$ cat config.mk
export PLATFORM = sky130hd
export DESIGN_NAME = mbrot_front
export DESIGN_NICKNAME = d
export VERILOG_FILES = /design/src/mbrot_pkg.sv /design/src/mbrot_front.sv
export SDC_FILE = /design/constraint.sdc
export NUM_CORES = 2
export LEC_CHECK = 0
export ABC_AREA = 0
export BUFFER_PORTS_ARGS = -buffer_cell sky130_fd_sc_hd__buf_4
export CAP_MARGIN = 25
export CORE_UTILIZATION = 55
export DETAILED_ROUTE_END_ITERATION = 8
export GPL_ROUTABILITY_DRIVEN = 0
export PLACE_DENSITY = 0.73
export SLEW_MARGIN = 20
export SYNTH_ARGS = -nofsm -noshare
export SYNTH_HDL_FRONTEND = slang
export SYNTH_SLANG_ARGS = --single-unit
$ cat constraint.sdc
create_clock -name clk -period 38.1 [get_ports clk]
set_input_delay 11.43 -clock clk [delete_from_list [all_inputs] [get_ports clk]]
set_output_delay 11.43 -clock clk [all_outputs]
set_load 0.03 [all_outputs]
$ cat src/mbrot_pkg.sv
// ----------------------------------------------------------------------------
// Mandelbrot pixel engine package
// Shared types, register indexes, reset values and default parameters.
// ----------------------------------------------------------------------------
`default_nettype none

package mbrot_pkg;

  localparam int COORD_W   = 12;
  localparam int CFG_W     = 32;
  localparam int COUNT_W   = 16;
  localparam int COLOR_W   = 24;
  localparam int CFG_IDX_W = 2;

  localparam int FRAC_BITS_DEF        = 28;
  localparam int PIXEL_COORD_BITS_DEF = 12;
  localparam int QUEUE_DEPTH          = 2;

  // Register indexes on the configuration port.
  localparam logic [CFG_IDX_W-1:0] REG_ORIGIN_REAL = 2'd0;
  localparam logic [CFG_IDX_W-1:0] REG_ORIGIN_IMAG = 2'd1;
  localparam logic [CFG_IDX_W-1:0] REG_PIXEL_STEP  = 2'd2;
  localparam logic [CFG_IDX_W-1:0] REG_MAX_ITER    = 2'd3;

  // Reset values: -2.3, -1.0 and 0.002 in Q4.28, limit of 1024*4.
  localparam logic signed [31:0] ORIGIN_REAL_RST = -32'sd617401549;
  localparam logic signed [31:0] ORIGIN_IMAG_RST = -32'sd268435456;
  localparam logic signed [31:0] PIXEL_STEP_RST  = 32'sd536871;
  localparam logic [COUNT_W-1:0] MAX_ITER_RST    = 16'd4096;

  typedef struct packed {
    logic [COORD_W-1:0] column;
    logic [COORD_W-1:0] row;
  } pixel_t;

  typedef struct packed {
    logic [COUNT_W-1:0] escape_count;
    logic [COLOR_W-1:0] pixel_color;
  } result_t;

  // A point c of the complex plane, both parts saturated to 32 bits.
  typedef struct packed {
    logic signed [31:0] cx;
    logic signed [31:0] cy;
  } point_t;

endpackage

`default_nettype wire

$ cat src/mbrot_front.sv
// ----------------------------------------------------------------------------
// Mandelbrot front end
// Accepts pixel items and maps them to saturated points of the plane.
// ----------------------------------------------------------------------------
`default_nettype none

module mbrot_front #(
  parameter int PIXEL_COORD_BITS = mbrot_pkg::PIXEL_COORD_BITS_DEF
) (
  input  wire logic               clk,
  input  wire logic               rst,
  input  wire logic               pixel_valid,
  output logic                    pixel_stall,
  input  wire mbrot_pkg::pixel_t  pixel,
  input  wire logic signed [31:0] origin_real,
  input  wire logic signed [31:0] origin_imag,
  input  wire logic signed [31:0] pixel_step,
  output logic                    push_valid,
  input  wire logic               push_stall,
  output mbrot_pkg::point_t       push_point
);

  localparam int CW = PIXEL_COORD_BITS;
  localparam int PW = CW + 34;
  localparam logic signed [PW-1:0] SAT_MAX = PW'(64'sh7FFF_FFFF);
  localparam logic signed [PW-1:0] SAT_MIN = -PW'(64'sh8000_0000);

  logic          held;
  logic [CW-1:0] col_q;
  logic [CW-1:0] row_q;

  logic signed [CW+32:0] prod_x;
  logic signed [CW+32:0] prod_y;
  logic signed [PW-1:0]  sum_x;
  logic signed [PW-1:0]  sum_y;

  assign pixel_stall = held && push_stall;
  assign push_valid  = held;

  always_ff @(posedge clk) begin
    if (rst) begin
      held <= 1'b0;
    end else if (pixel_valid && !pixel_stall) begin
      held <= 1'b1;
    end else if (held && !push_stall) begin
      held <= 1'b0;
    end
  end

  // Coordinates are taken in their low PIXEL_COORD_BITS bits.
  always_ff @(posedge clk) begin
    if (pixel_valid && !pixel_stall) begin
      col_q <= CW'(pixel.column);
      row_q <= CW'(pixel.row);
    end
  end

  assign prod_x = $signed({1'b0, col_q}) * pixel_step;
  assign prod_y = $signed({1'b0, row_q}) * pixel_step;
  assign sum_x  = PW'(prod_x) + PW'(origin_real);
  assign sum_y  = PW'(prod_y) + PW'(origin_imag);

  always_comb begin
    if (sum_x > SAT_MAX) begin
      push_point.cx = 32'sh7FFF_FFFF;
    end else if (sum_x < SAT_MIN) begin
      push_point.cx = 32'sh8000_0000;
    end else begin
      push_point.cx = sum_x[31:0];
    end
    if (sum_y > SAT_MAX) begin
      push_point.cy = 32'sh7FFF_FFFF;
    end else if (sum_y < SAT_MIN) begin
      push_point.cy = 32'sh8000_0000;
    end else begin
      push_point.cy = sum_y[31:0];
    end
  end

endmodule

`default_nettype wire

* Yosys cells after proc, flatten, opt, wreduce, memory -nomap -nowiden
Cells that the tools add are included.
** Storage, ports and cells
- Register bits after elaboration :: 25
- Output and inout bits :: 66
- Logic and storage cells :: 23
- Bits of input ports :: 124
** Operators by class
- $lt $le $gt $ge :: 4
- Add/subtract/negate cells :: 2
- Multiplexer cells :: 6
- Multiply operators :: 2
- Reductions and logical operators :: 6
** Operator list (count)
- 32-bit two-way mux :: 4
- 45-bit by 32-bit adder with 46-bit output :: 2
- 46-bit by 32-bit > comparator with 1-bit output (second input constant) :: 2
- 46-bit by 32-bit less-than comparator with 1-bit output (second input constant) :: 2
- 13-bit by 32-bit multiplier with 45-bit output :: 2
- 1-bit logical AND :: 3
- 1-bit zero test :: 2
- 1-bit two-way mux :: 2
- 2-bit nonzero test :: 1

* Logic depth before layout (Yosys ltp)
- Word-level depth :: 5
- Gate-level depth with buffers :: 28

* Least setup slack after synthesis
Ideal clock, no wire load.
- Path kind :: in2out
- Start point :: in pixel_step[31]
- End point :: out push_point[32] (netlist bit)
- Slack :: 8.344 ns
- Buffers on the path :: 3
- Data required time :: 26.670 ns
- Data arrival time :: 18.326 ns
- Cell stages on the path :: 25
- Path through :: clkbuf_1 nand2_1 fa_1 fa_1 fa_1 inv_1 fa_1 inv_1 fa_1 fa_1 inv_1 ha_1 clkbuf_1 a21o_1 a21o_1 a21oi_1 o21ai_0 a2111oi_0 nor3_1 o21ai_0 nand2b_1 xnor2_1 o31a_1 buf_2 o21ai_1
** RTL lines
- from (decl) :: line mbrot_front.sv:17 : input wire logic signed [31:0] pixel_step,
- to (decl) :: line mbrot_front.sv:20 : output mbrot_pkg::point_t push_point

==> impl_metrics.csv <==
group,metric,value,unit
grt,grt-ovfl-total,0,
clock_network,cts_buffers,3,
logic_synthesis,ys_seq_area_share,2.36,%
cells_and_area,syn_to_final_growth,6.48,%
clock_network,htree_levels,1,
sta,setup_violations,0,
sta,tns,0,ns
die,floorplan.initialDensity,55.6,%
sta,drv_slew,0,
route,wirelength,72.3,mm
grt,antenna_found_initial,0,
route,ant_nets,0,
die,die_area,58000,µm²
clock_network,root_buffer,"clkbuf_16",
critical_path,crit_path_max_incr_delay,0.92,ns
clock_network,cts.sinks,25,
logic_synthesis,yosysWarnings,0,
logic_synthesis,yosys.area.top_type,"fa_1",
cells_and_area,drive_above_1_share,7.35,%
critical_path,end_kind,"primary output",
logic_synthesis,async_flop_share,0,%
logic_synthesis,synthTopCellsByArea,"fa_1, inv_1, ha_1, and2_1, nand2_1",
cells_and_area,finalNetCount,4791,
die,die_height,241,µm
worst_hold_path,hp-class,"register to register",
place,port_buffers,189,
logic_synthesis,synth-seq-cells,25,
route,drt_pass1_iterations,8,
cells_and_area,n_fill_cell,5180,
sta,skew,0.00462,ns
cells_and_area,diodes,0,
grt,grt_pass1_vias,24997,
clock_network,clk_path_buf_depth,2,
clock_network,cts_resized,0,
grt,grt_pass1_wl,121,mm
critical_path,worst-path-max-fanout,31,
route,routedWlPerCell,16.3,µm
sta,max-slew-margin-rel,32.5,%
die,core,56400,µm²
critical_path,start_kind,"input pin",
sta,fin_crit_sh,81.0,%
critical_path,cp_common_cell,"fa_1",
die,fp-row-count,87,
cells_and_area,multi_input_area,26300,µm²
logic_synthesis,synth_edf_count,24,
route,drt_iter0_drc,1371,
clock_network,post_cts_buffers,0,
critical_path,path_class,"input pin to primary output",
clock_network,tritoncts,"yes",
logic_synthesis,yosysTopAreaCellShare,48.8,%
logic_synthesis,synthesis.nets,4752,
sta,clock.fmax,32.4,MHz
critical_path,crit_arrival,19.43,ns
grt,grt_max_degree,33,
logic_synthesis,synth_cells,3650,
logic_synthesis,syn_area,31400,µm²
die,die_w,241,µm
critical_path,rrSetupSlack,36.83,ns
logic_synthesis,syn_area_per_cell,8.59,µm²
cells_and_area,register_area,741,µm²
sta,worst_pin_slew,0.988,ns
run,drv_cap,0,
route,num_vias,23815,
route,post-route-drc-count,0,
sta,rsz0062_at_grt,"false",
outcome,status,"completed",
clock_network,clock_latency,0.29,ns
die,io_pins,190,
clock_network,clkTransAtPathRegs,0.07,ns
logic_synthesis,ys.flop_type,"edfxtp_1",
logic_synthesis,synth_cell_type_count,68,
sta,final.min_clock_period,30.86,ns
route,vias_per_cell,5.36,
grt,track_usage,26.3,%
critical_path,required,26.67,ns
place,hpwl,58.7,mm
sta,hold_viol_final,0,
critical_path,worst_path_max_delay_cell,"a2111oi_0",
clock_network,cts_hold_buf,0,
==> worst max-delay path, delay by kind of cell <==
kind	cells	cell delay, ns
compound gates	8	2.91
xor+xnor	1	0.34
fa+ha+maj	7	3.57
buf+inv	6	0.67
simple gates	3	0.46
==> placed cells by master (no fill, tap or decap), drive strengths merged, types with 7 or more instances in the layout <==
cell type,count
a41oi,7
nor2,56
xnor2,54
a211oi,13
o21a,11
inv,963
nand2,506
nand3,10
ha,214
o21ai,137
fa,764
nor2b,8
nand4,24
o211ai,17
buf,216
and2,360
edfxtp,24
nand2b,13
xor2,41
a21o,37
nor3,15
a31oi,8
a21oi,109
==> Yosys cell counts, drive strengths merged (4+ instances only) <==
cell type    n
a211oi      13
a21boi       4
a21o        37
a21oi      109
a31oi        8
a41oi        7
and2       360
and3         5
buf         13
clkbuf     169
edfxtp      24
fa         764
ha         214
inv        962
nand2      506
nand2b      13
nand3       10
nand4       24
nor2        56
nor2b        8
nor3        15
nor4         4
o211ai      17
o21a        11
o21ai      137
o21bai       5
o221ai       4
o31ai        5
or2          5
or3          5
xnor2       54
xor2        41
==> layer usage <==
metal	vias up	part of all wire (%)	global-route usage, %
li1	10808	-	-
met1	12178	39	33.4
met5	-	0	0
met3	127	5.0	2.21
met4	0	2.5	6.69
met2	702	53	48.2
==> worst paths after layout <==
check | from | to | cells past startpoint
worst min-delay path | push_valid | push_valid | 3
worst max register to register | push_valid | row_q[0] | 3
worst min register to register | push_valid | push_valid | 3
worst max-delay path | pixel_step[31] | push_point[39] | 25
==> cells by family (layout without fill, tap and decap cells) <==
family	Yosys count	count (layout)	share of synthesized area [%]
AO/OA/AOI/OAI	385	385	7.93
AND/OR/NAND/NOR	1021	1021	15.9
XOR/XNOR	95	95	2.65
adder cells (fa/ha/maj)	978	978	57.3
buffers and inverters	1144	1182	13.8
multiplexers	2	2	0.0639
flip-flops	25	25	2.36
==> state kept, by name, summed over array words and instances, names as in the netlist <==
register,count
push_valid,1
row_q,12
col_q,12
==> layout make-up <==
cell class	instances	area share (%)
clock inverter	1	0.0262
tap	756	2.83
clock buffer	3	0.225
inverter	962	10.8
timing repair buffer	216	5.08
sequential	25	2.22
multi-input combinational	2481	78.8
==> metrics by stage <==
| stage | std cells | hold slack [ns] | setup slack (ns) | util [%] | instance area (µm²) |
|---|---|---|---|---|---|
| after CTS | 4437 | 0.661 | 7.41 | 59.0 | 33300 |
| after floorplan | 3650 | 0.887 | 8.34 | - | 31400 |
| final | 4444 | 0.657 | 7.24 | 59.2 | 33400 |
| after global placement | 4433 | 0.638 | 7.55 | 58.8 | 33200 |
| after global routing | 4444 | 0.708 | 6.94 | 59.2 | 33400 |
| after detailed placement | 4433 | 0.642 | 7.42 | 58.8 | 33200 |
Power is not shown: default switching activity piles up to over one toggle a cycle in this logic, so the estimate is an artifact.
