==> src/mbrot_pkg.sv <==
// ----------------------------------------------------------------------------
// Mandelbrot pixel engine package
// Shared types, register indexes, reset values and default parameters.
// ----------------------------------------------------------------------------
`default_nettype none

package mbrot_pkg;

  localparam int COORD_W   = 12;
  localparam int CFG_W     = 32;
  localparam int COUNT_W   = 16;
  localparam int COLOR_W   = 24;
  localparam int CFG_IDX_W = 2;

  localparam int FRAC_BITS_DEF        = 28;
  localparam int PIXEL_COORD_BITS_DEF = 12;
  localparam int QUEUE_DEPTH          = 2;

  // Register indexes on the configuration port.
  localparam logic [CFG_IDX_W-1:0] REG_ORIGIN_REAL = 2'd0;
  localparam logic [CFG_IDX_W-1:0] REG_ORIGIN_IMAG = 2'd1;
  localparam logic [CFG_IDX_W-1:0] REG_PIXEL_STEP  = 2'd2;
  localparam logic [CFG_IDX_W-1:0] REG_MAX_ITER    = 2'd3;

  // Reset values: -2.3, -1.0 and 0.002 in Q4.28, limit of 1024*4.
  localparam logic signed [31:0] ORIGIN_REAL_RST = -32'sd617401549;
  localparam logic signed [31:0] ORIGIN_IMAG_RST = -32'sd268435456;
  localparam logic signed [31:0] PIXEL_STEP_RST  = 32'sd536871;
  localparam logic [COUNT_W-1:0] MAX_ITER_RST    = 16'd4096;

  typedef struct packed {
    logic [COORD_W-1:0] column;
    logic [COORD_W-1:0] row;
  } pixel_t;

  typedef struct packed {
    logic [COUNT_W-1:0] escape_count;
    logic [COLOR_W-1:0] pixel_color;
  } result_t;

  // A point c of the complex plane, both parts saturated to 32 bits.
  typedef struct packed {
    logic signed [31:0] cx;
    logic signed [31:0] cy;
  } point_t;

endpackage

`default_nettype wire

==> src/mbrot_queue.sv <==
// ----------------------------------------------------------------------------
// Mandelbrot point queue
// Short first-in first-out queue between the front end and the core.
// ----------------------------------------------------------------------------
`default_nettype none

module mbrot_queue #(
  parameter int DEPTH = mbrot_pkg::QUEUE_DEPTH
) (
  input  wire logic              clk,
  input  wire logic              rst,
  input  wire logic              wr_valid,
  output logic                   wr_stall,
  input  wire mbrot_pkg::point_t wr_point,
  output logic                   rd_valid,
  input  wire logic              rd_stall,
  output mbrot_pkg::point_t      rd_point
);

  localparam int AW = (DEPTH > 1) ? $clog2(DEPTH) : 1;
  localparam int NW = $clog2(DEPTH + 1);
  localparam logic [AW-1:0] LAST = AW'(DEPTH - 1);

  mbrot_pkg::point_t entries [DEPTH];
  logic [AW-1:0] wr_ptr;
  logic [AW-1:0] rd_ptr;
  logic [NW-1:0] fill;
  logic          do_wr;
  logic          do_rd;

  assign wr_stall = (fill == NW'(DEPTH));
  assign rd_valid = (fill != '0);
  assign rd_point = entries[rd_ptr];
  assign do_wr    = wr_valid && !wr_stall;
  assign do_rd    = rd_valid && !rd_stall;

  always_ff @(posedge clk) begin
    if (do_wr) begin
      entries[wr_ptr] <= wr_point;
    end
  end

  always_ff @(posedge clk) begin
    if (rst) begin
      wr_ptr <= '0;
      rd_ptr <= '0;
      fill   <= '0;
    end else begin
      if (do_wr) begin
        wr_ptr <= (wr_ptr == LAST) ? '0 : wr_ptr + 1'b1;
      end
      if (do_rd) begin
        rd_ptr <= (rd_ptr == LAST) ? '0 : rd_ptr + 1'b1;
      end
      if (do_wr && !do_rd) begin
        fill <= fill + 1'b1;
      end else if (do_rd && !do_wr) begin
        fill <= fill - 1'b1;
      end
    end
  end

endmodule

`default_nettype wire

==> config.mk <==
export PLATFORM = sky130hd
export DESIGN_NAME = mbrot_queue
export DESIGN_NICKNAME = d
export VERILOG_FILES = /design/src/mbrot_pkg.sv /design/src/mbrot_queue.sv
export SDC_FILE = /design/constraint.sdc
export NUM_CORES = 1
export LEC_CHECK = 0
export BUFFER_PORTS_ARGS = -buffer_cell sky130_fd_sc_hd__buf_2
export CAP_MARGIN = 40
export CORE_UTILIZATION = 47
export CTS_CLUSTER_DIAMETER = 40
export DETAILED_ROUTE_END_ITERATION = 12
export PLACE_DENSITY = 0.76
export SYNTH_ARGS = -nofsm -noshare
export SYNTH_HDL_FRONTEND = slang
export SYNTH_SLANG_ARGS = --single-unit
==> constraint.sdc <==
create_clock -name clk -period 2.35 [get_ports clk]
set_input_delay 0 -clock clk [delete_from_list [all_inputs] [get_ports clk]]
set_output_delay 0 -clock clk [all_outputs]
set_load 0.01 [all_outputs]
# After elaboration in Yosys (flattened, before gate mapping)
# Memories as Yosys holds them, arrays and structs flattened. A register that Yosys moved wholly into a read port is not among the register bits.
# Cells that the tools add are included.
totals:
  mem_bits_rw: 128
  out_inout_bits: 66
  regBits: 4
  in_bits: 68
  mem_bits_ro: 0
  wordCells: 27
  latchBits: 0
  mem_count: 1
classes:
  n_bitwise: 0
  muxes: 8
  addsub: 4
  div: 0
  reduce_logical: 10
  n_mul: 0
  magnitude_cmp: 0
  shifts: 0
  n_eq_ne: 1
memory_table:
  columns: ["memory", "words", "width", "read_ports", "rd_clocked_by_memory_dff", "write_ports", "line_no", "source"]
  rows:
  - ["entries", 2, 64, 1, 1, 1, "mbrot_queue.sv:24", "mbrot_pkg::point_t entries [DEPTH];"]
op_table:
  columns: ["op", "count"]
  rows:
  - ["$mux W1", 6]
  - ["$logic_and A1 B1 Y1", 4]
  - ["$logic_not A1 Y1", 4]
  - ["$mux W2", 2]
  - ["$reduce_bool A2 Y1", 2]
  - ["$add A1 B1 Y1 const B", 2]
  - ["$add A2 B1 Y2 const B", 1]
  - ["$eq A2 B2 Y1 const B", 1]
  - ["$sub A2 B1 Y2 const B", 1]

# Depth between registers and ports, before layout
logic_depth:
  depth_word: 7
  depth_mapped: 6
  ltp_nobuf: 6

# Least setup slack after synthesis
# No wires, ideal clock.
synth_path:
  kind: "reg-to-reg"
  startpoint: "register fill[1]"
  endpoint: "memory entries[1][0] (netlist name) (enable)"
  arrival_ns: 2.138
  slack_ns: -0.217
  path_buffers: 0
  stages_incl_launch_ff: 4
  required_time_ns: 1.921
  period_less_slack_ns: 2.567
  cell_sequence: "dfxtp_1 > nor2b_2 > nor2_1 > and2_1"
synth_between:
  elab_chain_len: 5
synth_lines:
  columns: ["element", "line_no", "source"]
  rows:
  - ["start: declaration", "mbrot_queue.sv:27", "logic [NW-1:0] fill;"]
  - ["start signal: assignment", "mbrot_queue.sv:56", "fill <= fill + 1'b1;"]
  - ["start signal: assignment", "mbrot_queue.sv:58", "fill <= fill - 1'b1;"]
  - ["$eq A2 B2 Y1", "mbrot_queue.sv:31", "assign wr_stall = (fill == NW'(DEPTH));"]
  - ["net wr_stall", "mbrot_queue.sv:13", "output logic wr_stall,"]
  - ["$logic_not A1 Y1", "mbrot_queue.sv:34", "assign do_wr = wr_valid && !wr_stall;"]
  - ["$logic_and A1 B1 Y1", "mbrot_queue.sv:34", null]
  - ["$mux W1", "mbrot_queue.sv:38", "if (do_wr) begin"]
  - ["$mux W1 (implied by the code)", "mbrot_queue.sv:39", "entries[wr_ptr] <= wr_point;"]
  - ["end: declaration", "mbrot_queue.sv:24", null]
# The timed path passes the listed nets, and every way through them passes these cells.

==> flow_metrics.tcl <==
set metrics [dict create \
    status "complete, no violations" \
    worst_setup_path_end_kind "primary output" \
    insertedDiodeCount 0 \
    ys_seq_elements 133 \
    slew_viol_final 0 \
    antenna_found_initial 0 \
    power.density_nw_per_um2 1090 \
    post-route-cell-area_um2 7040 \
    fin_skew_ns 0.00612 \
    start_kind "flip-flop" \
    die_y_um 103 \
    synth-async-reset-ratio 0 \
    layout-drive-gt1-share 0.523 \
    n_fill_cell 607 \
    io-pin-count 134 \
    root_buffer "clkbuf_8" \
    synth-simple-area-share 0.0101 \
    synth_cell_types 16 \
    ys_seq_area_frac 0.815 \
    rsz0062_at_grt "false" \
    cts-htree-levels 4 \
    post-route-util 0.714 \
    yosys-mux-area-fraction 0.149 \
    place_congestion 0.693 \
    synth_compound_area_frac 0.00569 \
    die_w_um 103 \
    maxCapViolations 0 \
    cp_data_arrival_time_ns 1.84 \
    grt-ovfl-total 0 \
    slew_headroom 0.649 \
    postSynthCellCount 224 \
    synth_flop_cell "edfxtp_1" \
    cp_max_fo 40 \
    clockBufferDepth 2 \
    required_ns 2.35 \
    cts_tree "done" \
    synth_area_um2 4840 \
    ys_warn_count 0 \
    max-vdd-ir-drop_mv 0.576 \
    via_per_inst 4.74 \
    final_hold_viol_count 0 \
    regToRegStartpoint "fill[0]" \
    fmax_mhz 543 \
    start_util 0.490 \
    grt_pass1_vias 2824 \
    syn_to_final_growth_pct 45.6 \
    post_cts_buffers 0 \
    yosys.area_share.adder 0.00259 \
    finalCritPeriodShare 0.784 \
    worstSkewPairLatency_ns 0.51 \
    dp.final_hpwl_mm 5.61 \
    synth_xor_area_frac 0.00543 \
    hold_class "input pin to flip-flop" \
    min_period_ns 1.84 \
    worst_path_largest_cell_delay_ns 0.44 \
    clock-sinks 133 \
    grt_max_degree 41 \
    hp-start "wr_point[22]" \
    setup_viol 0 \
    cts_buffers 17 \
    setup_tns_ns 0 \
    wire_per_inst_um 15.6 \
    fp.dieArea_um2 10700 \
    antenna_left 0 \
    io_buffers 133 \
    critical-path-slowest-cell "buf_4" \
    path_clk_slew_ns 0.06 \
    drc 0 \
    layout.nets 511 \
    synth-edff-count 128 \
    post_dp_cell_area_um2 5720 \
    coreArea_um2 9860 \
    grt_use_total 0.176 \
    p_leak_uw 0.00269 \
    drt_iter0_markers 76 \
    worst-setup-path-type "flip-flop to primary output" \
    synth.avg_cell_area_um2 21.6 \
    drt_first_pass_iters 4 \
    rows 36 \
    finalWirelength_mm 9.18 \
    tightest_slew_ns 0.526 \
    synth_top_family_by_area "multiplexers" \
    via_count 2788 \
    grt_pass1_wl_mm 13.3 \
    synth_fp_nets 293 \
    worstPathCellList "buf_4 > mux2_2 > buf_2" \
]
[cells in the final DEF (no fill, tap or decap), types with 4 or more instances in the layout]
cell type | synthesis | final
clkbuf_16 | 0 | 16
buf_2 | 1 | 133
nor2_1 | 4 | 4
mux2_2 | 64 | 64
edfxtp_1 | 128 | 128
buf_12 | 0 | 4
bufinv_16 | 0 | 6
dfxtp_1 | 5 | 4
dlygate4sd3_1 | 0 | 67
[where the power goes]
part	internal [uW]	switching (uW)
sequential	2980	84.8
combinational	849	887
clock	1930	930
total	5760	1900
[critical path: cells and delay by family, from the launching register on]
family	cells	cell delay, ns
buf+inv	2	0.59
flops	1	0.32
mux	1	0.40
[cells by family after synthesis]
group | Yosys count
muxes | 64
and+or+nand+nor | 9
AOI/OAI and AO/OA | 5
buffers and inverters | 9
adders and majority gates | 1
xor gates and xnor gates | 3
DFF | 133
[sequential cells by signal, indices dropped and copies added (netlist names), named ones only]
| signal | count |
|---|---|
| fill | 2 |
| rd_ptr | 1 |
| entries | 128 |
| wr_ptr | 1 |
[cell type report]
class | count | area [um^2] | area share
clock inverters | 14 | 231 | 0.0329
multi-input cells | 82 | 837 | 0.119
flip-flops and latches | 133 | 3950 | 0.560
well taps | 133 | 166 | 0.0236
clock buffers | 18 | 418 | 0.0594
repair buffers | 206 | 1430 | 0.203
inverters | 2 | 11.3 | 0.00160
[Yosys cell counts, types with 2 or more instances]
master      n  area, um^2
dfxtp_1     5         100
xor2_1      3        26.3
mux2_2     64         721
nor2_1      4        15.0
a21oi_1     2        10.0
or3_1       2        12.5
buf_4       6        45.0
o21ai_0     2        10.0
inv_1       2        7.51
edfxtp_1  128        3840
[worst paths after layout]
kind                          to  slack (ns)  cells after the start
hold / removal    entries[0][22]        0.21                      2
setup / recovery    rd_point[48]        0.51                      3
hold reg to reg           wr_ptr        0.50                      2
setup reg to reg  entries[0][45]        0.60                      4
[stage by stage]
stage | setup WS [ns] | cells | total power, uW | hold WS (ns)
6_report | 0.508 | 588 | 7660 | 0.207
3_5_place_dp | 0.607 | 489 | 4770 | 0.191
5_1_grt | 0.414 | 588 | 7990 | 0.189
2_1_floorplan | 0.277 | 224 | 4140 | 0.0691
4_1_cts | 0.476 | 588 | 7730 | 0.182
3_3_place_gp | 0.652 | 489 | 4720 | 0.189
[metal layers]
| layer | track usage | share of wire | wire [um] | vias up |
|---|---|---|---|---|
| li1 | - | - | - | 1324 |
| met1 | 0.202 | 0.42 | 3850 | 1355 |
| met2 | 0.300 | 0.51 | 4720 | 101 |
| met3 | 0.0571 | 0.057 | 519 | 8 |
| met4 | 0.0823 | 0.0099 | 91 | 0 |
| met5 | 0 | 0 | 0 | - |
[what timing repair did]
item | CTS | global route
gates resized for setup | 0 | 0
hold buffers | 67 | 0
hold endpoints to repair | 133 | 0
setup endpoints to repair | 0 | 0
Note: power is estimated with default switching activity, not from simulation.
